==> src/hdl/snor_pkg.sv <==
// Shared types, constants and frame builders for the SPI NOR command sequencer.
// Used by the channel interfaces, the step logic and the top level.
package snor_pkg;

   // field widths
   localparam int CMD_W     = 3;
   localparam int ADDR_W    = 32;
   localparam int LEN_W     = 24;
   localparam int STATUS_W  = 8;
   localparam int TIMEOUT_W = 8;
   localparam int OPCODE_W  = 8;
   localparam int BYTES_W   = 9;

   // flash geometry
   localparam int PAGE_BYTES   = 256;
   localparam int SECTOR_BYTES = 4096;
   localparam int HEADER_BYTES = 5;
   localparam int PAGE_LOG     = $clog2(PAGE_BYTES);
   localparam int CHUNK_W      = $clog2(PAGE_BYTES + 1);

   // results per request and result counter width
   localparam int RESULTS = 3;
   localparam int CNT_W   = $clog2(RESULTS + 1);
   localparam int IDX_W   = $clog2(RESULTS);

   // SPI opcodes
   localparam logic [OPCODE_W-1:0] OP_POLL  = 8'h05;
   localparam logic [OPCODE_W-1:0] OP_WREN  = 8'h06;
   localparam logic [OPCODE_W-1:0] OP_READ  = 8'h13;
   localparam logic [OPCODE_W-1:0] OP_WRITE = 8'h12;
   localparam logic [OPCODE_W-1:0] OP_ERASE = 8'h21;
   localparam logic [OPCODE_W-1:0] OP_ID    = 8'h9F;

   // frame sizes without a data phase
   localparam logic [BYTES_W-1:0] POLL_BYTES = 9'd2;
   localparam logic [BYTES_W-1:0] WREN_BYTES = 9'd1;
   localparam logic [BYTES_W-1:0] ID_BYTES   = 9'd4;

   // register reset values
   localparam logic [TIMEOUT_W-1:0] READY_TIMEOUT_RESET = 8'd100;
   localparam logic [TIMEOUT_W-1:0] ID_TIMEOUT_RESET    = 8'd20;

   // result kinds
   localparam logic RESULT_FRAME = 1'b0;
   localparam logic RESULT_DONE  = 1'b1;

   typedef enum logic [CMD_W-1:0] {
      CMD_READ    = 3'd0,
      CMD_WRITE   = 3'd1,
      CMD_ERASE   = 3'd2,
      CMD_READ_ID = 3'd3,
      CMD_STATUS  = 3'd4
   } command_type;

   typedef enum logic [1:0] {
      OPER_READ  = 2'd0,
      OPER_WRITE = 2'd1,
      OPER_ERASE = 2'd2,
      OPER_ID    = 2'd3
   } operation_type;

   typedef enum logic [1:0] {
      PH_IDLE = 2'd0,
      PH_PRE  = 2'd1,
      PH_POST = 2'd2
   } phase_type;

   typedef enum logic {
      CSR_READY_TIMEOUT = 1'b0,
      CSR_ID_TIMEOUT    = 1'b1
   } csr_index_type;

   typedef struct packed {
      logic [CMD_W-1:0]    command;
      logic [ADDR_W-1:0]   start_address;
      logic [LEN_W-1:0]    transfer_length;
      logic [STATUS_W-1:0] status_byte;
   } item_type;

   typedef struct packed {
      logic                  result_kind;
      logic [OPCODE_W-1:0]   frame_opcode;
      logic [ADDR_W-1:0]     frame_address;
      logic                  has_address;
      logic [BYTES_W-1:0]    frame_bytes;
      logic [LEN_W-1:0]      chunk_offset;
      logic                  timed_out;
      logic                  last;
   } result_type;

   typedef struct packed {
      phase_type             phase;
      operation_type         operation;
      logic [ADDR_W-1:0]     current_address;
      logic [LEN_W-1:0]      remaining;
      logic [LEN_W-1:0]      payload_offset;
      logic [CHUNK_W-1:0]    chunk_length;
      logic [TIMEOUT_W-1:0]  polls_left;
   } state_type;

   // build a frame descriptor
   function automatic result_type make_frame(input logic [OPCODE_W-1:0] opcode,
                                             input logic [ADDR_W-1:0]   address,
                                             input logic                has_address,
                                             input logic [BYTES_W-1:0]  frame_bytes,
                                             input logic [LEN_W-1:0]    offset);
      result_type r;
      r.result_kind   = RESULT_FRAME;
      r.frame_opcode  = opcode;
      r.frame_address = address;
      r.has_address   = has_address;
      r.frame_bytes   = frame_bytes;
      r.chunk_offset  = offset;
      r.timed_out     = 1'b0;
      r.last          = 1'b0;
      return r;
   endfunction

   // build a request completion
   function automatic result_type make_done(input logic timed_out);
      result_type r;
      r = '0;
      r.result_kind = RESULT_DONE;
      r.timed_out   = timed_out;
      return r;
   endfunction

   // a zero budget counts as one poll
   function automatic logic [TIMEOUT_W-1:0] poll_budget(input logic [TIMEOUT_W-1:0] t);
      return (t == '0) ? TIMEOUT_W'(1) : t;
   endfunction

endpackage

==> src/hdl/snor_req_if.sv <==
// Request channel of the SPI NOR command sequencer: valid/ready plus one request.
// Depends on snor_pkg for field widths.
interface snor_req_if;
   logic                           valid;
   logic                           ready;
   logic [snor_pkg::CMD_W-1:0]     command;
   logic [snor_pkg::ADDR_W-1:0]    start_address;
   logic [snor_pkg::LEN_W-1:0]     transfer_length;
   logic [snor_pkg::STATUS_W-1:0]  status_byte;

   modport source (output valid, command, start_address, transfer_length, status_byte,
                   input ready);
   modport sink (input valid, command, start_address, transfer_length, status_byte,
                 output ready);
endinterface

==> src/hdl/snor_rsp_if.sv <==
// Result channel of the SPI NOR command sequencer: frame descriptors and completions.
// Depends on snor_pkg for field widths.
interface snor_rsp_if;
   logic                           valid;
   logic                           ready;
   logic                           result_kind;
   logic [snor_pkg::OPCODE_W-1:0]  frame_opcode;
   logic [snor_pkg::ADDR_W-1:0]    frame_address;
   logic                           has_address;
   logic [snor_pkg::BYTES_W-1:0]   frame_bytes;
   logic [snor_pkg::LEN_W-1:0]     chunk_offset;
   logic                           timed_out;
   logic                           last;

   modport source (output valid, result_kind, frame_opcode, frame_address, has_address,
                   frame_bytes, chunk_offset, timed_out, last,
                   input ready);
   modport sink (input valid, result_kind, frame_opcode, frame_address, has_address,
                 frame_bytes, chunk_offset, timed_out, last,
                 output ready);
endinterface

==> src/hdl/snor_step.sv <==
// Combinational step of the sequencer: one registered request and the current
// state give the next state and up to three results. Depends on snor_pkg.
module snor_step (
   input  snor_pkg::state_type                               state,
   input  snor_pkg::item_type                                item,
   input  logic [snor_pkg::TIMEOUT_W-1:0]                    ready_timeout,
   input  logic [snor_pkg::TIMEOUT_W-1:0]                    id_timeout,
   output snor_pkg::state_type                               state_next,
   output snor_pkg::result_type [snor_pkg::RESULTS-1:0]      results,
   output logic [snor_pkg::CNT_W-1:0]                        count
);

   logic                                  active;
   logic [snor_pkg::TIMEOUT_W-1:0]        ready_budget;
   logic [snor_pkg::TIMEOUT_W-1:0]        id_budget;
   logic [snor_pkg::CHUNK_W-1:0]          page_space;
   logic [snor_pkg::CHUNK_W-1:0]          chunk;
   logic [snor_pkg::LEN_W-1:0]            remaining_dec;
   logic [snor_pkg::LEN_W-1:0]            remaining_post;
   logic [snor_pkg::TIMEOUT_W-1:0]        polls_dec;
   logic [snor_pkg::BYTES_W-1:0]          rw_bytes;
   logic [snor_pkg::OPCODE_W-1:0]         rw_opcode;
   snor_pkg::result_type                  poll_frame;
   snor_pkg::result_type [snor_pkg::RESULTS-1:0] res;
   logic [snor_pkg::CNT_W-1:0]            cnt;
   logic [snor_pkg::IDX_W-1:0]            last_idx;

   // shared arithmetic
   assign active       = (state.phase == snor_pkg::PH_PRE) || (state.phase == snor_pkg::PH_POST);
   assign ready_budget = snor_pkg::poll_budget(ready_timeout);
   assign id_budget    = snor_pkg::poll_budget(id_timeout);
   assign page_space   = snor_pkg::CHUNK_W'(snor_pkg::PAGE_BYTES)
                         - snor_pkg::CHUNK_W'(state.current_address[snor_pkg::PAGE_LOG-1:0]);
   assign remaining_dec  = state.remaining - snor_pkg::LEN_W'(1);
   assign remaining_post = state.remaining - snor_pkg::LEN_W'(state.chunk_length);
   assign polls_dec      = state.polls_left - snor_pkg::TIMEOUT_W'(1);
   assign rw_bytes       = snor_pkg::BYTES_W'(snor_pkg::HEADER_BYTES) + snor_pkg::BYTES_W'(chunk);
   assign rw_opcode      = (state.operation == snor_pkg::OPER_READ) ? snor_pkg::OP_READ
                                                                    : snor_pkg::OP_WRITE;
   assign poll_frame     = snor_pkg::make_frame(snor_pkg::OP_POLL, '0, 1'b0,
                                                snor_pkg::POLL_BYTES, '0);

   // chunk size: reads by whole pages, writes up to the page boundary
   always_comb begin
      if (state.operation == snor_pkg::OPER_READ) begin
         chunk = (state.remaining > snor_pkg::LEN_W'(snor_pkg::PAGE_BYTES))
                 ? snor_pkg::CHUNK_W'(snor_pkg::PAGE_BYTES)
                 : snor_pkg::CHUNK_W'(state.remaining);
      end else begin
         chunk = (snor_pkg::LEN_W'(page_space) < state.remaining)
                 ? page_space : snor_pkg::CHUNK_W'(state.remaining);
      end
   end

   // decode the request and build its results
   always_comb begin
      state_next = state;
      res        = '0;
      cnt        = '0;
      case (item.command)
         snor_pkg::CMD_READ, snor_pkg::CMD_WRITE, snor_pkg::CMD_ERASE,
         snor_pkg::CMD_READ_ID: begin
            if (!active) begin
               state_next.operation       = snor_pkg::operation_type'(item.command[1:0]);
               state_next.current_address = item.start_address;
               state_next.remaining       = item.transfer_length;
               state_next.payload_offset  = '0;
               state_next.chunk_length    = '0;
               cnt                        = snor_pkg::CNT_W'(1);
               if (item.command != snor_pkg::CMD_READ_ID && item.transfer_length == '0) begin
                  res[0]           = snor_pkg::make_done(1'b0);
                  state_next.phase = snor_pkg::PH_IDLE;
               end else begin
                  res[0]                = poll_frame;
                  state_next.phase      = snor_pkg::PH_PRE;
                  state_next.polls_left = (item.command == snor_pkg::CMD_READ_ID)
                                          ? id_budget : ready_budget;
               end
            end
         end
         snor_pkg::CMD_STATUS: begin
            if (active) begin
               if (item.status_byte[0]) begin
                  // device still busy: spend one poll
                  state_next.polls_left = polls_dec;
                  cnt                   = snor_pkg::CNT_W'(1);
                  if (polls_dec == '0) begin
                     res[0]           = snor_pkg::make_done(1'b1);
                     state_next.phase = snor_pkg::PH_IDLE;
                  end else begin
                     res[0] = poll_frame;
                  end
               end else if (state.phase == snor_pkg::PH_PRE) begin
                  // device ready: issue the chunk
                  case (state.operation)
                     snor_pkg::OPER_ID: begin
                        res[0] = snor_pkg::make_frame(snor_pkg::OP_ID, '0, 1'b0,
                                                      snor_pkg::ID_BYTES, '0);
                        res[1] = snor_pkg::make_done(1'b0);
                        cnt    = snor_pkg::CNT_W'(2);
                        state_next.phase = snor_pkg::PH_IDLE;
                     end
                     snor_pkg::OPER_ERASE: begin
                        res[0] = snor_pkg::make_frame(snor_pkg::OP_WREN, '0, 1'b0,
                                                      snor_pkg::WREN_BYTES, '0);
                        res[1] = snor_pkg::make_frame(snor_pkg::OP_ERASE, state.current_address,
                                    1'b1, snor_pkg::BYTES_W'(snor_pkg::HEADER_BYTES), '0);
                        cnt    = snor_pkg::CNT_W'(3);
                        state_next.current_address = state.current_address
                                                     + snor_pkg::ADDR_W'(snor_pkg::SECTOR_BYTES);
                        state_next.remaining = remaining_dec;
                        if (remaining_dec == '0) begin
                           res[2]           = snor_pkg::make_done(1'b0);
                           state_next.phase = snor_pkg::PH_IDLE;
                        end else begin
                           res[2]                = poll_frame;
                           state_next.polls_left = ready_budget;
                        end
                     end
                     default: begin
                        res[0] = snor_pkg::make_frame(snor_pkg::OP_WREN, '0, 1'b0,
                                                      snor_pkg::WREN_BYTES, '0);
                        res[1] = snor_pkg::make_frame(rw_opcode, state.current_address, 1'b1,
                                                      rw_bytes, state.payload_offset);
                        res[2] = poll_frame;
                        cnt    = snor_pkg::CNT_W'(3);
                        state_next.chunk_length = chunk;
                        state_next.polls_left   = ready_budget;
                        state_next.phase        = snor_pkg::PH_POST;
                     end
                  endcase
               end else begin
                  // chunk finished: advance, then complete or wait for the next one
                  state_next.current_address = state.current_address
                                               + snor_pkg::ADDR_W'(state.chunk_length);
                  state_next.payload_offset  = state.payload_offset
                                               + snor_pkg::LEN_W'(state.chunk_length);
                  state_next.remaining       = remaining_post;
                  cnt                        = snor_pkg::CNT_W'(1);
                  if (remaining_post == '0) begin
                     res[0]           = snor_pkg::make_done(1'b0);
                     state_next.phase = snor_pkg::PH_IDLE;
                  end else begin
                     res[0]                = poll_frame;
                     state_next.phase      = snor_pkg::PH_PRE;
                     state_next.polls_left = (state.operation == snor_pkg::OPER_ID)
                                             ? id_budget : ready_budget;
                  end
               end
            end
         end
         default: begin
            cnt = '0;
         end
      endcase
   end

   // mark the final result of this request
   assign last_idx = snor_pkg::IDX_W'(cnt - snor_pkg::CNT_W'(1));

   always_comb begin
      results = res;
      if (cnt != '0) begin
         results[last_idx].last = 1'b1;
      end
   end

   assign count = cnt;

endmodule

==> src/hdl/spi_nor_command_sequencer.sv <==
// Top level of the SPI NOR command sequencer (four-byte addressing).
// Depends on snor_pkg, snor_req_if, snor_rsp_if and snor_step.
//
// Usage:
//   req_chan carries requests (read, write, sector erase, read id) and the status
//   bytes that the flash returns. rsp_chan carries SPI frame descriptors and
//   request completions; last marks the final result of one request.
//   csr_write_en/csr_index/csr_write_data set the poll budgets (ready_timeout,
//   id_timeout); write them only while the sequencer is idle.
// Flow:
//   A request is taken into an input register; when the result buffer is free, its
//   results (none to three) go from the step logic into the result buffer. The
//   result buffer sends one result per cycle while rsp_chan.ready is high. The
//   next request is taken while the current results drain.
// Reset:
//   Synchronous, active high. Clears the sequencer to idle, empties both
//   registers and restores ready_timeout to 100 and id_timeout to 20.
// Stalls:
//   While rsp_chan.ready is low the current result holds; one more request may
//   wait in the input register, then req_chan.ready drops.
module spi_nor_command_sequencer (
   input  logic                              clock,
   input  logic                              reset,
   snor_req_if.sink                          req_chan,
   snor_rsp_if.source                        rsp_chan,
   input  logic                              csr_write_en,
   input  logic                              csr_index,
   input  logic [snor_pkg::TIMEOUT_W-1:0]    csr_write_data
);

   logic [snor_pkg::TIMEOUT_W-1:0]               ready_timeout_ff;
   logic [snor_pkg::TIMEOUT_W-1:0]               id_timeout_ff;
   logic                                         in_valid_ff;
   snor_pkg::item_type                           in_item_ff;
   snor_pkg::item_type                           in_item_in;
   snor_pkg::state_type                          state_ff;
   snor_pkg::state_type                          state_in;
   snor_pkg::result_type [snor_pkg::RESULTS-1:0] res_ff;
   snor_pkg::result_type [snor_pkg::RESULTS-1:0] res_in;
   logic [snor_pkg::CNT_W-1:0]                   res_cnt_ff;
   logic [snor_pkg::CNT_W-1:0]                   res_cnt_in;
   logic [snor_pkg::CNT_W-1:0]                   res_idx_ff;
   logic                                         buf_last;
   logic                                         buf_free;
   snor_pkg::result_type                         out_res;

   // configuration registers
   always_ff @(posedge clock) begin
      if (reset) begin
         ready_timeout_ff <= snor_pkg::READY_TIMEOUT_RESET;
         id_timeout_ff    <= snor_pkg::ID_TIMEOUT_RESET;
      end else if (csr_write_en) begin
         case (snor_pkg::csr_index_type'(csr_index))
            snor_pkg::CSR_READY_TIMEOUT: ready_timeout_ff <= csr_write_data;
            snor_pkg::CSR_ID_TIMEOUT:    id_timeout_ff    <= csr_write_data;
            default:                     ready_timeout_ff <= ready_timeout_ff;
         endcase
      end
   end

   // gather the request payload
   always_comb begin
      in_item_in.command         = req_chan.command;
      in_item_in.start_address   = req_chan.start_address;
      in_item_in.transfer_length = req_chan.transfer_length;
      in_item_in.status_byte     = req_chan.status_byte;
   end

   // step logic between input register and result buffer
   snor_step u_step (
      .state         (state_ff),
      .item          (in_item_ff),
      .ready_timeout (ready_timeout_ff),
      .id_timeout    (id_timeout_ff),
      .state_next    (state_in),
      .results       (res_in),
      .count         (res_cnt_in)
   );

   // buffer frees when empty or when its final result is taken
   assign buf_last  = (res_idx_ff == res_cnt_ff - snor_pkg::CNT_W'(1));
   assign buf_free  = (res_cnt_ff == '0) || (rsp_chan.ready && buf_last);
   assign req_chan.ready = !in_valid_ff || buf_free;

   // input register
   always_ff @(posedge clock) begin
      if (reset) begin
         in_valid_ff <= 1'b0;
      end else if (req_chan.ready) begin
         in_valid_ff <= req_chan.valid;
      end
   end

   always_ff @(posedge clock) begin
      if (req_chan.ready && req_chan.valid) begin
         in_item_ff <= in_item_in;
      end
   end

   // sequencer state and result buffer control
   always_ff @(posedge clock) begin
      if (reset) begin
         state_ff   <= '0;
         res_cnt_ff <= '0;
         res_idx_ff <= '0;
      end else if (buf_free) begin
         res_idx_ff <= '0;
         if (in_valid_ff) begin
            state_ff   <= state_in;
            res_cnt_ff <= res_cnt_in;
         end else begin
            res_cnt_ff <= '0;
         end
      end else if (rsp_chan.ready) begin
         res_idx_ff <= res_idx_ff + snor_pkg::CNT_W'(1);
      end
   end

   // result payloads
   always_ff @(posedge clock) begin
      if (buf_free && in_valid_ff) begin
         res_ff <= res_in;
      end
   end

   // drive the result channel
   assign out_res = res_ff[res_idx_ff[snor_pkg::IDX_W-1:0]];

   assign rsp_chan.valid         = (res_cnt_ff != '0);
   assign rsp_chan.result_kind   = out_res.result_kind;
   assign rsp_chan.frame_opcode  = out_res.frame_opcode;
   assign rsp_chan.frame_address = out_res.frame_address;
   assign rsp_chan.has_address   = out_res.has_address;
   assign rsp_chan.frame_bytes   = out_res.frame_bytes;
   assign rsp_chan.chunk_offset  = out_res.chunk_offset;
   assign rsp_chan.timed_out     = out_res.timed_out;
   assign rsp_chan.last          = out_res.last;

   // read pointer stays inside the filled part of the buffer
   a_idx_in_range: assert property (@(posedge clock) disable iff (reset)
      rsp_chan.valid |-> (res_idx_ff < res_cnt_ff))
      else $error("result index beyond buffered count");

   // last flags exactly the final buffered result
   a_last_matches: assert property (@(posedge clock) disable iff (reset)
      rsp_chan.valid |-> (rsp_chan.last == buf_last))
      else $error("last flag out of place");

   // a waiting sequencer always has a poll left
   a_polls_left: assert property (@(posedge clock) disable iff (reset)
      (state_ff.phase != snor_pkg::PH_IDLE) |-> (state_ff.polls_left != '0))
      else $error("active wait with empty poll budget");

   // nothing is offered right after reset
   a_reset_empty: assert property (@(posedge clock)
      reset |=> (!rsp_chan.valid && !in_valid_ff))
      else $error("result or request survived reset");

endmodule
==> src/flat_wrapper.sv <==
// flat-port wrapper written by rule: the top's interface ports become plain ports
module spi_nor_command_sequencer_flat 
  (clock, reset, csr_write_en, csr_index, csr_write_data, req_chan_valid, req_chan_command, req_chan_start_address, req_chan_transfer_length, req_chan_status_byte, req_chan_ready, rsp_chan_valid, rsp_chan_result_kind, rsp_chan_frame_opcode, rsp_chan_frame_address, rsp_chan_has_address, rsp_chan_frame_bytes, rsp_chan_chunk_offset, rsp_chan_timed_out, rsp_chan_last, rsp_chan_ready);
  snor_req_if req_chan_i ();
  snor_rsp_if rsp_chan_i ();
  input  logic clock;
  input  logic reset;
  input  logic csr_write_en;
  input  logic csr_index;
  input  logic [snor_pkg::TIMEOUT_W-1:0] csr_write_data;
  input wire logic [$bits(req_chan_i.valid)-1:0] req_chan_valid;
  input wire logic [$bits(req_chan_i.command)-1:0] req_chan_command;
  input wire logic [$bits(req_chan_i.start_address)-1:0] req_chan_start_address;
  input wire logic [$bits(req_chan_i.transfer_length)-1:0] req_chan_transfer_length;
  input wire logic [$bits(req_chan_i.status_byte)-1:0] req_chan_status_byte;
  output wire logic [$bits(req_chan_i.ready)-1:0] req_chan_ready;
  output wire logic [$bits(rsp_chan_i.valid)-1:0] rsp_chan_valid;
  output wire logic [$bits(rsp_chan_i.result_kind)-1:0] rsp_chan_result_kind;
  output wire logic [$bits(rsp_chan_i.frame_opcode)-1:0] rsp_chan_frame_opcode;
  output wire logic [$bits(rsp_chan_i.frame_address)-1:0] rsp_chan_frame_address;
  output wire logic [$bits(rsp_chan_i.has_address)-1:0] rsp_chan_has_address;
  output wire logic [$bits(rsp_chan_i.frame_bytes)-1:0] rsp_chan_frame_bytes;
  output wire logic [$bits(rsp_chan_i.chunk_offset)-1:0] rsp_chan_chunk_offset;
  output wire logic [$bits(rsp_chan_i.timed_out)-1:0] rsp_chan_timed_out;
  output wire logic [$bits(rsp_chan_i.last)-1:0] rsp_chan_last;
  input wire logic [$bits(rsp_chan_i.ready)-1:0] rsp_chan_ready;
  assign req_chan_i.valid = req_chan_valid;
  assign req_chan_i.command = req_chan_command;
  assign req_chan_i.start_address = req_chan_start_address;
  assign req_chan_i.transfer_length = req_chan_transfer_length;
  assign req_chan_i.status_byte = req_chan_status_byte;
  assign req_chan_ready = req_chan_i.ready;
  assign rsp_chan_valid = rsp_chan_i.valid;
  assign rsp_chan_result_kind = rsp_chan_i.result_kind;
  assign rsp_chan_frame_opcode = rsp_chan_i.frame_opcode;
  assign rsp_chan_frame_address = rsp_chan_i.frame_address;
  assign rsp_chan_has_address = rsp_chan_i.has_address;
  assign rsp_chan_frame_bytes = rsp_chan_i.frame_bytes;
  assign rsp_chan_chunk_offset = rsp_chan_i.chunk_offset;
  assign rsp_chan_timed_out = rsp_chan_i.timed_out;
  assign rsp_chan_last = rsp_chan_i.last;
  assign rsp_chan_i.ready = rsp_chan_ready;
  spi_nor_command_sequencer u_core (.clock(clock), .reset(reset), .req_chan(req_chan_i), .rsp_chan(rsp_chan_i), .csr_write_en(csr_write_en), .csr_index(csr_index), .csr_write_data(csr_write_data));
endmodule
==> config.mk <==
export PLATFORM = sky130hd
export DESIGN_NAME = spi_nor_command_sequencer_flat
export DESIGN_NICKNAME = d
export VERILOG_FILES = /design/src/hdl/snor_pkg.sv /design/src/hdl/snor_req_if.sv /design/src/hdl/snor_rsp_if.sv /design/src/hdl/snor_step.sv /design/src/hdl/spi_nor_command_sequencer.sv /design/src/flat_wrapper.sv
export SDC_FILE = /design/constraint.sdc
export NUM_CORES = 1
export LEC_CHECK = 0
export BUFFER_PORTS_ARGS = -buffer_cell sky130_fd_sc_hd__buf_2
export CAP_MARGIN = 10
export CORE_ASPECT_RATIO = 1.4
export CORE_MARGIN = 1
export CORE_UTILIZATION = 64
export DETAILED_ROUTE_END_ITERATION = 8
export PLACE_DENSITY = 0.86
export SLEW_MARGIN = 20
export SYNTH_ARGS = -nofsm -noshare
export SYNTH_HDL_FRONTEND = slang
export SYNTH_SLANG_ARGS = --single-unit
==> constraint.sdc <==
create_clock -name clock -period 5.8 [get_ports clock]
set_input_delay 0.29 -clock clock [delete_from_list [all_inputs] [get_ports clock]]
set_output_delay 0.29 -clock clock [all_outputs]
set_load 0.005 [all_outputs]
==> results.txt <==
Hold/Removal Path Class -> in -> reg
final setup TNS -> 0 ps
Post-synth EDFFs -> 143
syn_area_per_cell -> 9.30 um^2
async set-reset flop share out of synthesis -> 0
pwr dens -> 269 nW/um^2
DRT met1 WL -> 15700 um
largest buffer count on any clock path -> 3
R2R cell count -> 12
Switching Fraction -> 0.273
full die area -> 23300 um^2
Clock Sinks -> 265
vias in the first global route -> 12800
vias post-DR -> 13100
Crit Path Class -> reg -> reg
post-DP HPWL -> 27700 um
gr usage total -> 0.360
core box area -> 22000 um^2
First-pass DRT Iterations -> 7
remaining antenna violation count after routing -> 0
die width -> 129 um
maximum vdd drop -> 0.330 mV
Syn Std Cell Area -> 14500 um^2
CP Data Required Time -> 6190 ps
Initial Util -> 0.659
Min Hold Slack -> 24.0 ps
Synthesized Nets -> 1690
CTS tree -> done
Routed WL -> 42000 um
clock root cell -> clkbuf_16
Max Used Layer -> met4
clock power share -> 0.376
number of synthesis warnings -> 0
fin crit share -> 0.785
buffer count from post-CTS setup fixing -> 0
fmax -> 0.220 GHz
fin nets -> 1864
layout cells sized above 1 -> 0.136
Worst Tran Pin Value -> 1030 ps
met3 WL -> 3360 um
Ant. Diodes -> 0
global-route wire length before repair -> 65400 um
Leak -> 0.00680 uW
final slew viol count -> 0
initial antenna violation count -> 0
WP data arrival -> 4940 ps
# rows -> 64
routability congestion estimate from global placement -> 0.970
slew margin rel. -> 0.307
I/O pin count -> 160
switching pwr -> 1250 uW
drt drc -> 0
CTS Hold Bufs -> 67
Reg clk slew, reported paths -> 70 ps
fillers -> 1468
CP Launch Type -> flip-flop
ys flop type -> edfxtp_1
library cells used by synthesis -> 86
largest net degree at the start of global routing -> 75
Skew-Pair Late Insertion Delay -> 550 ps
Area Overhead vs Synth -> 17.0%
Final min period -> 4550 ps
hold depth -> 3
post_cts resized -> 0
Max Cap Viol -> 0
Num CTS Buffers -> 26
sequential power share -> 0.465
multi-input logic area -> 7250 um^2
CTS H-tree lvls -> 1
drt first-iter violations -> 1351
Comb pwr share -> 0.159
part of the Yosys area used for sequential elements -> 0.464
WL/cell -> 20.5 um
Clock Skew -> 22.6 ps
# port buffers -> 151
die height -> 180 um
Pint -> 3320 uW
Setup Viol. Count Final -> 0
Seq cells post-synth -> 265
final hold violation count -> 0
RSZ-0062 raised after global routing -> false
CP Capture Type -> flip-flop
Vias/cell -> 6.37
GRT overflow -> 0
worst-path maximum fanout -> 14
Post-Synthesis Cells -> 1560
Storage cell area -> 6740 um^2
outcome -> finished, final reports clean
routed wl met2 -> 20800 um
[critical path, cell delays in order (launching register included)]
cell and delay, ps:
dfxtp_1 550, inv_1 170, ha_1 250, fa_1 410, xor2_1 220, clkinv_1 110, a2111o_1 350, a2111oi_0 460
o2111ai_1 190, nor4_1 790, a31oi_2 500, mux2i_1 320, o21ai_1 80
[registers in the layout, summed over array words and instances (netlist names)]
register	flops
u_core.ready_timeout_ff	8
u_core.in_valid_ff	1
u_core.in_item_ff	60
u_core.id_timeout_ff	8
u_core.state_ff	101
u_core.res_cnt_ff	2
u_core.res_ff	83
u_core.res_idx_ff	2
[cells in the mapped netlist (all sizes together), types with 5 or more instances]
| master | instances | area [um^2] |
|---|---|---|
| a211oi | 23 | 203 |
| a21o | 17 | 128 |
| a21oi | 88 | 440 |
| a221oi | 17 | 149 |
| a22oi | 25 | 188 |
| a311oi | 7 | 61.3 |
| a31oi | 14 | 93.8 |
| a32o | 6 | 60.1 |
| a32oi | 5 | 43.8 |
| and2 | 132 | 826 |
| and3 | 28 | 175 |
| buf | 16 | 91.3 |
| clkbuf | 74 | 278 |
| dfxtp | 122 | 2440 |
| edfxtp | 143 | 4290 |
| ha | 46 | 576 |
| inv | 48 | 180 |
| mux2i | 13 | 130 |
| nand2 | 144 | 541 |
| nand2b | 15 | 93.8 |
| nand3 | 41 | 205 |
| nand4 | 18 | 113 |
| nor2 | 152 | 571 |
| nor2b | 8 | 50.1 |
| nor3 | 49 | 250 |
| nor3b | 7 | 52.6 |
| nor4 | 22 | 150 |
| o211ai | 10 | 75.1 |
| o21a | 10 | 75.1 |
| o21ai | 74 | 370 |
| o21bai | 7 | 52.6 |
| o311ai | 5 | 51.3 |
| o31ai | 12 | 90.1 |
| or2 | 5 | 31.3 |
| or3 | 8 | 50.1 |
| or4 | 7 | 56.3 |
| xnor2 | 32 | 280 |
| xor2 | 41 | 359 |
[path summary, 6_finish.rpt]
check,from,endpoint,slack (ps)
min,csr_write_data[1],u_core.id_timeout_ff[1],20
min reg2reg,u_core.state_ff[20],u_core.state_ff[20],480
max reg2reg,u_core.state_ff[41],u_core.state_ff[7],1250
max,u_core.state_ff[41],u_core.state_ff[7],1250
[power by group through the flow]
stage | logic [uW] | registers [uW] | clock network (uW)
final | 727 | 2130 | 1720
after floorplan | 499 | 2130 | 0
after CTS | 707 | 2120 | 1720
after global placement | 655 | 2160 | 0
after detailed placement | 666 | 2160 | 0
after global routing | 791 | 2130 | 1800
[cells in the final DEF (no fill, tap or decap), types with 25 or more instances in the layout]
| cell | count |
|---|---|
| a21oi_1 | 87 |
| a22oi_1 | 25 |
| and2_1 | 131 |
| and3_1 | 27 |
| buf_2 | 151 |
| clkbuf_16 | 26 |
| dfxtp_1 | 122 |
| dlygate4sd3_1 | 67 |
| edfxtp_1 | 143 |
| ha_1 | 46 |
| inv_1 | 46 |
| nand2_1 | 144 |
| nand3_1 | 41 |
| nor2_1 | 150 |
| nor3_1 | 48 |
| o21ai_0 | 51 |
| xnor2_1 | 32 |
| xor2_1 | 41 |
[cells by family after synthesis]
family                   count (synthesis)  synth area share
AO/OA/AOI/OAI                          369             0.174
XOR/XNOR                                73            0.0440
adder cells (fa/ha/maj)                 49            0.0438
buffers and inverters                  140            0.0384
flip-flops                             265             0.464
multiplexers                            15            0.0105
other                                    1          0.000258
AND/OR/NAND/NOR                        648             0.225
[stage by stage]
step	utilization	instance area [um^2]	setup slack (ps)	power [uW]	std cells
final	0.771	17000	1250	4580	2051
after global routing	0.771	17000	1060	4730	2051
after CTS	0.770	17000	1400	4550	2050
after detailed placement	0.701	15400	1450	2830	1935
after global placement	0.701	15400	1540	2810	1935
after floorplan	-	14500	2210	2630	1560
[layer usage]
metal | track usage | up-vias
met5 | 0 | -
met2 | 0.628 | 727
met3 | 0.0558 | 179
met4 | 0.200 | 0
li1 | - | 6021
met1 | 0.417 | 6144
[cell type report]
cell class | instances | area share
tap | 297 | 0.0219
sequential | 265 | 0.397
clock buffer | 35 | 0.0415
multi-input combinational | 1155 | 0.427
inverter | 50 | 0.0110
clock inverter | 13 | 0.00943
timing repair buffer | 236 | 0.0927
(Power assumes the default switching activity.)
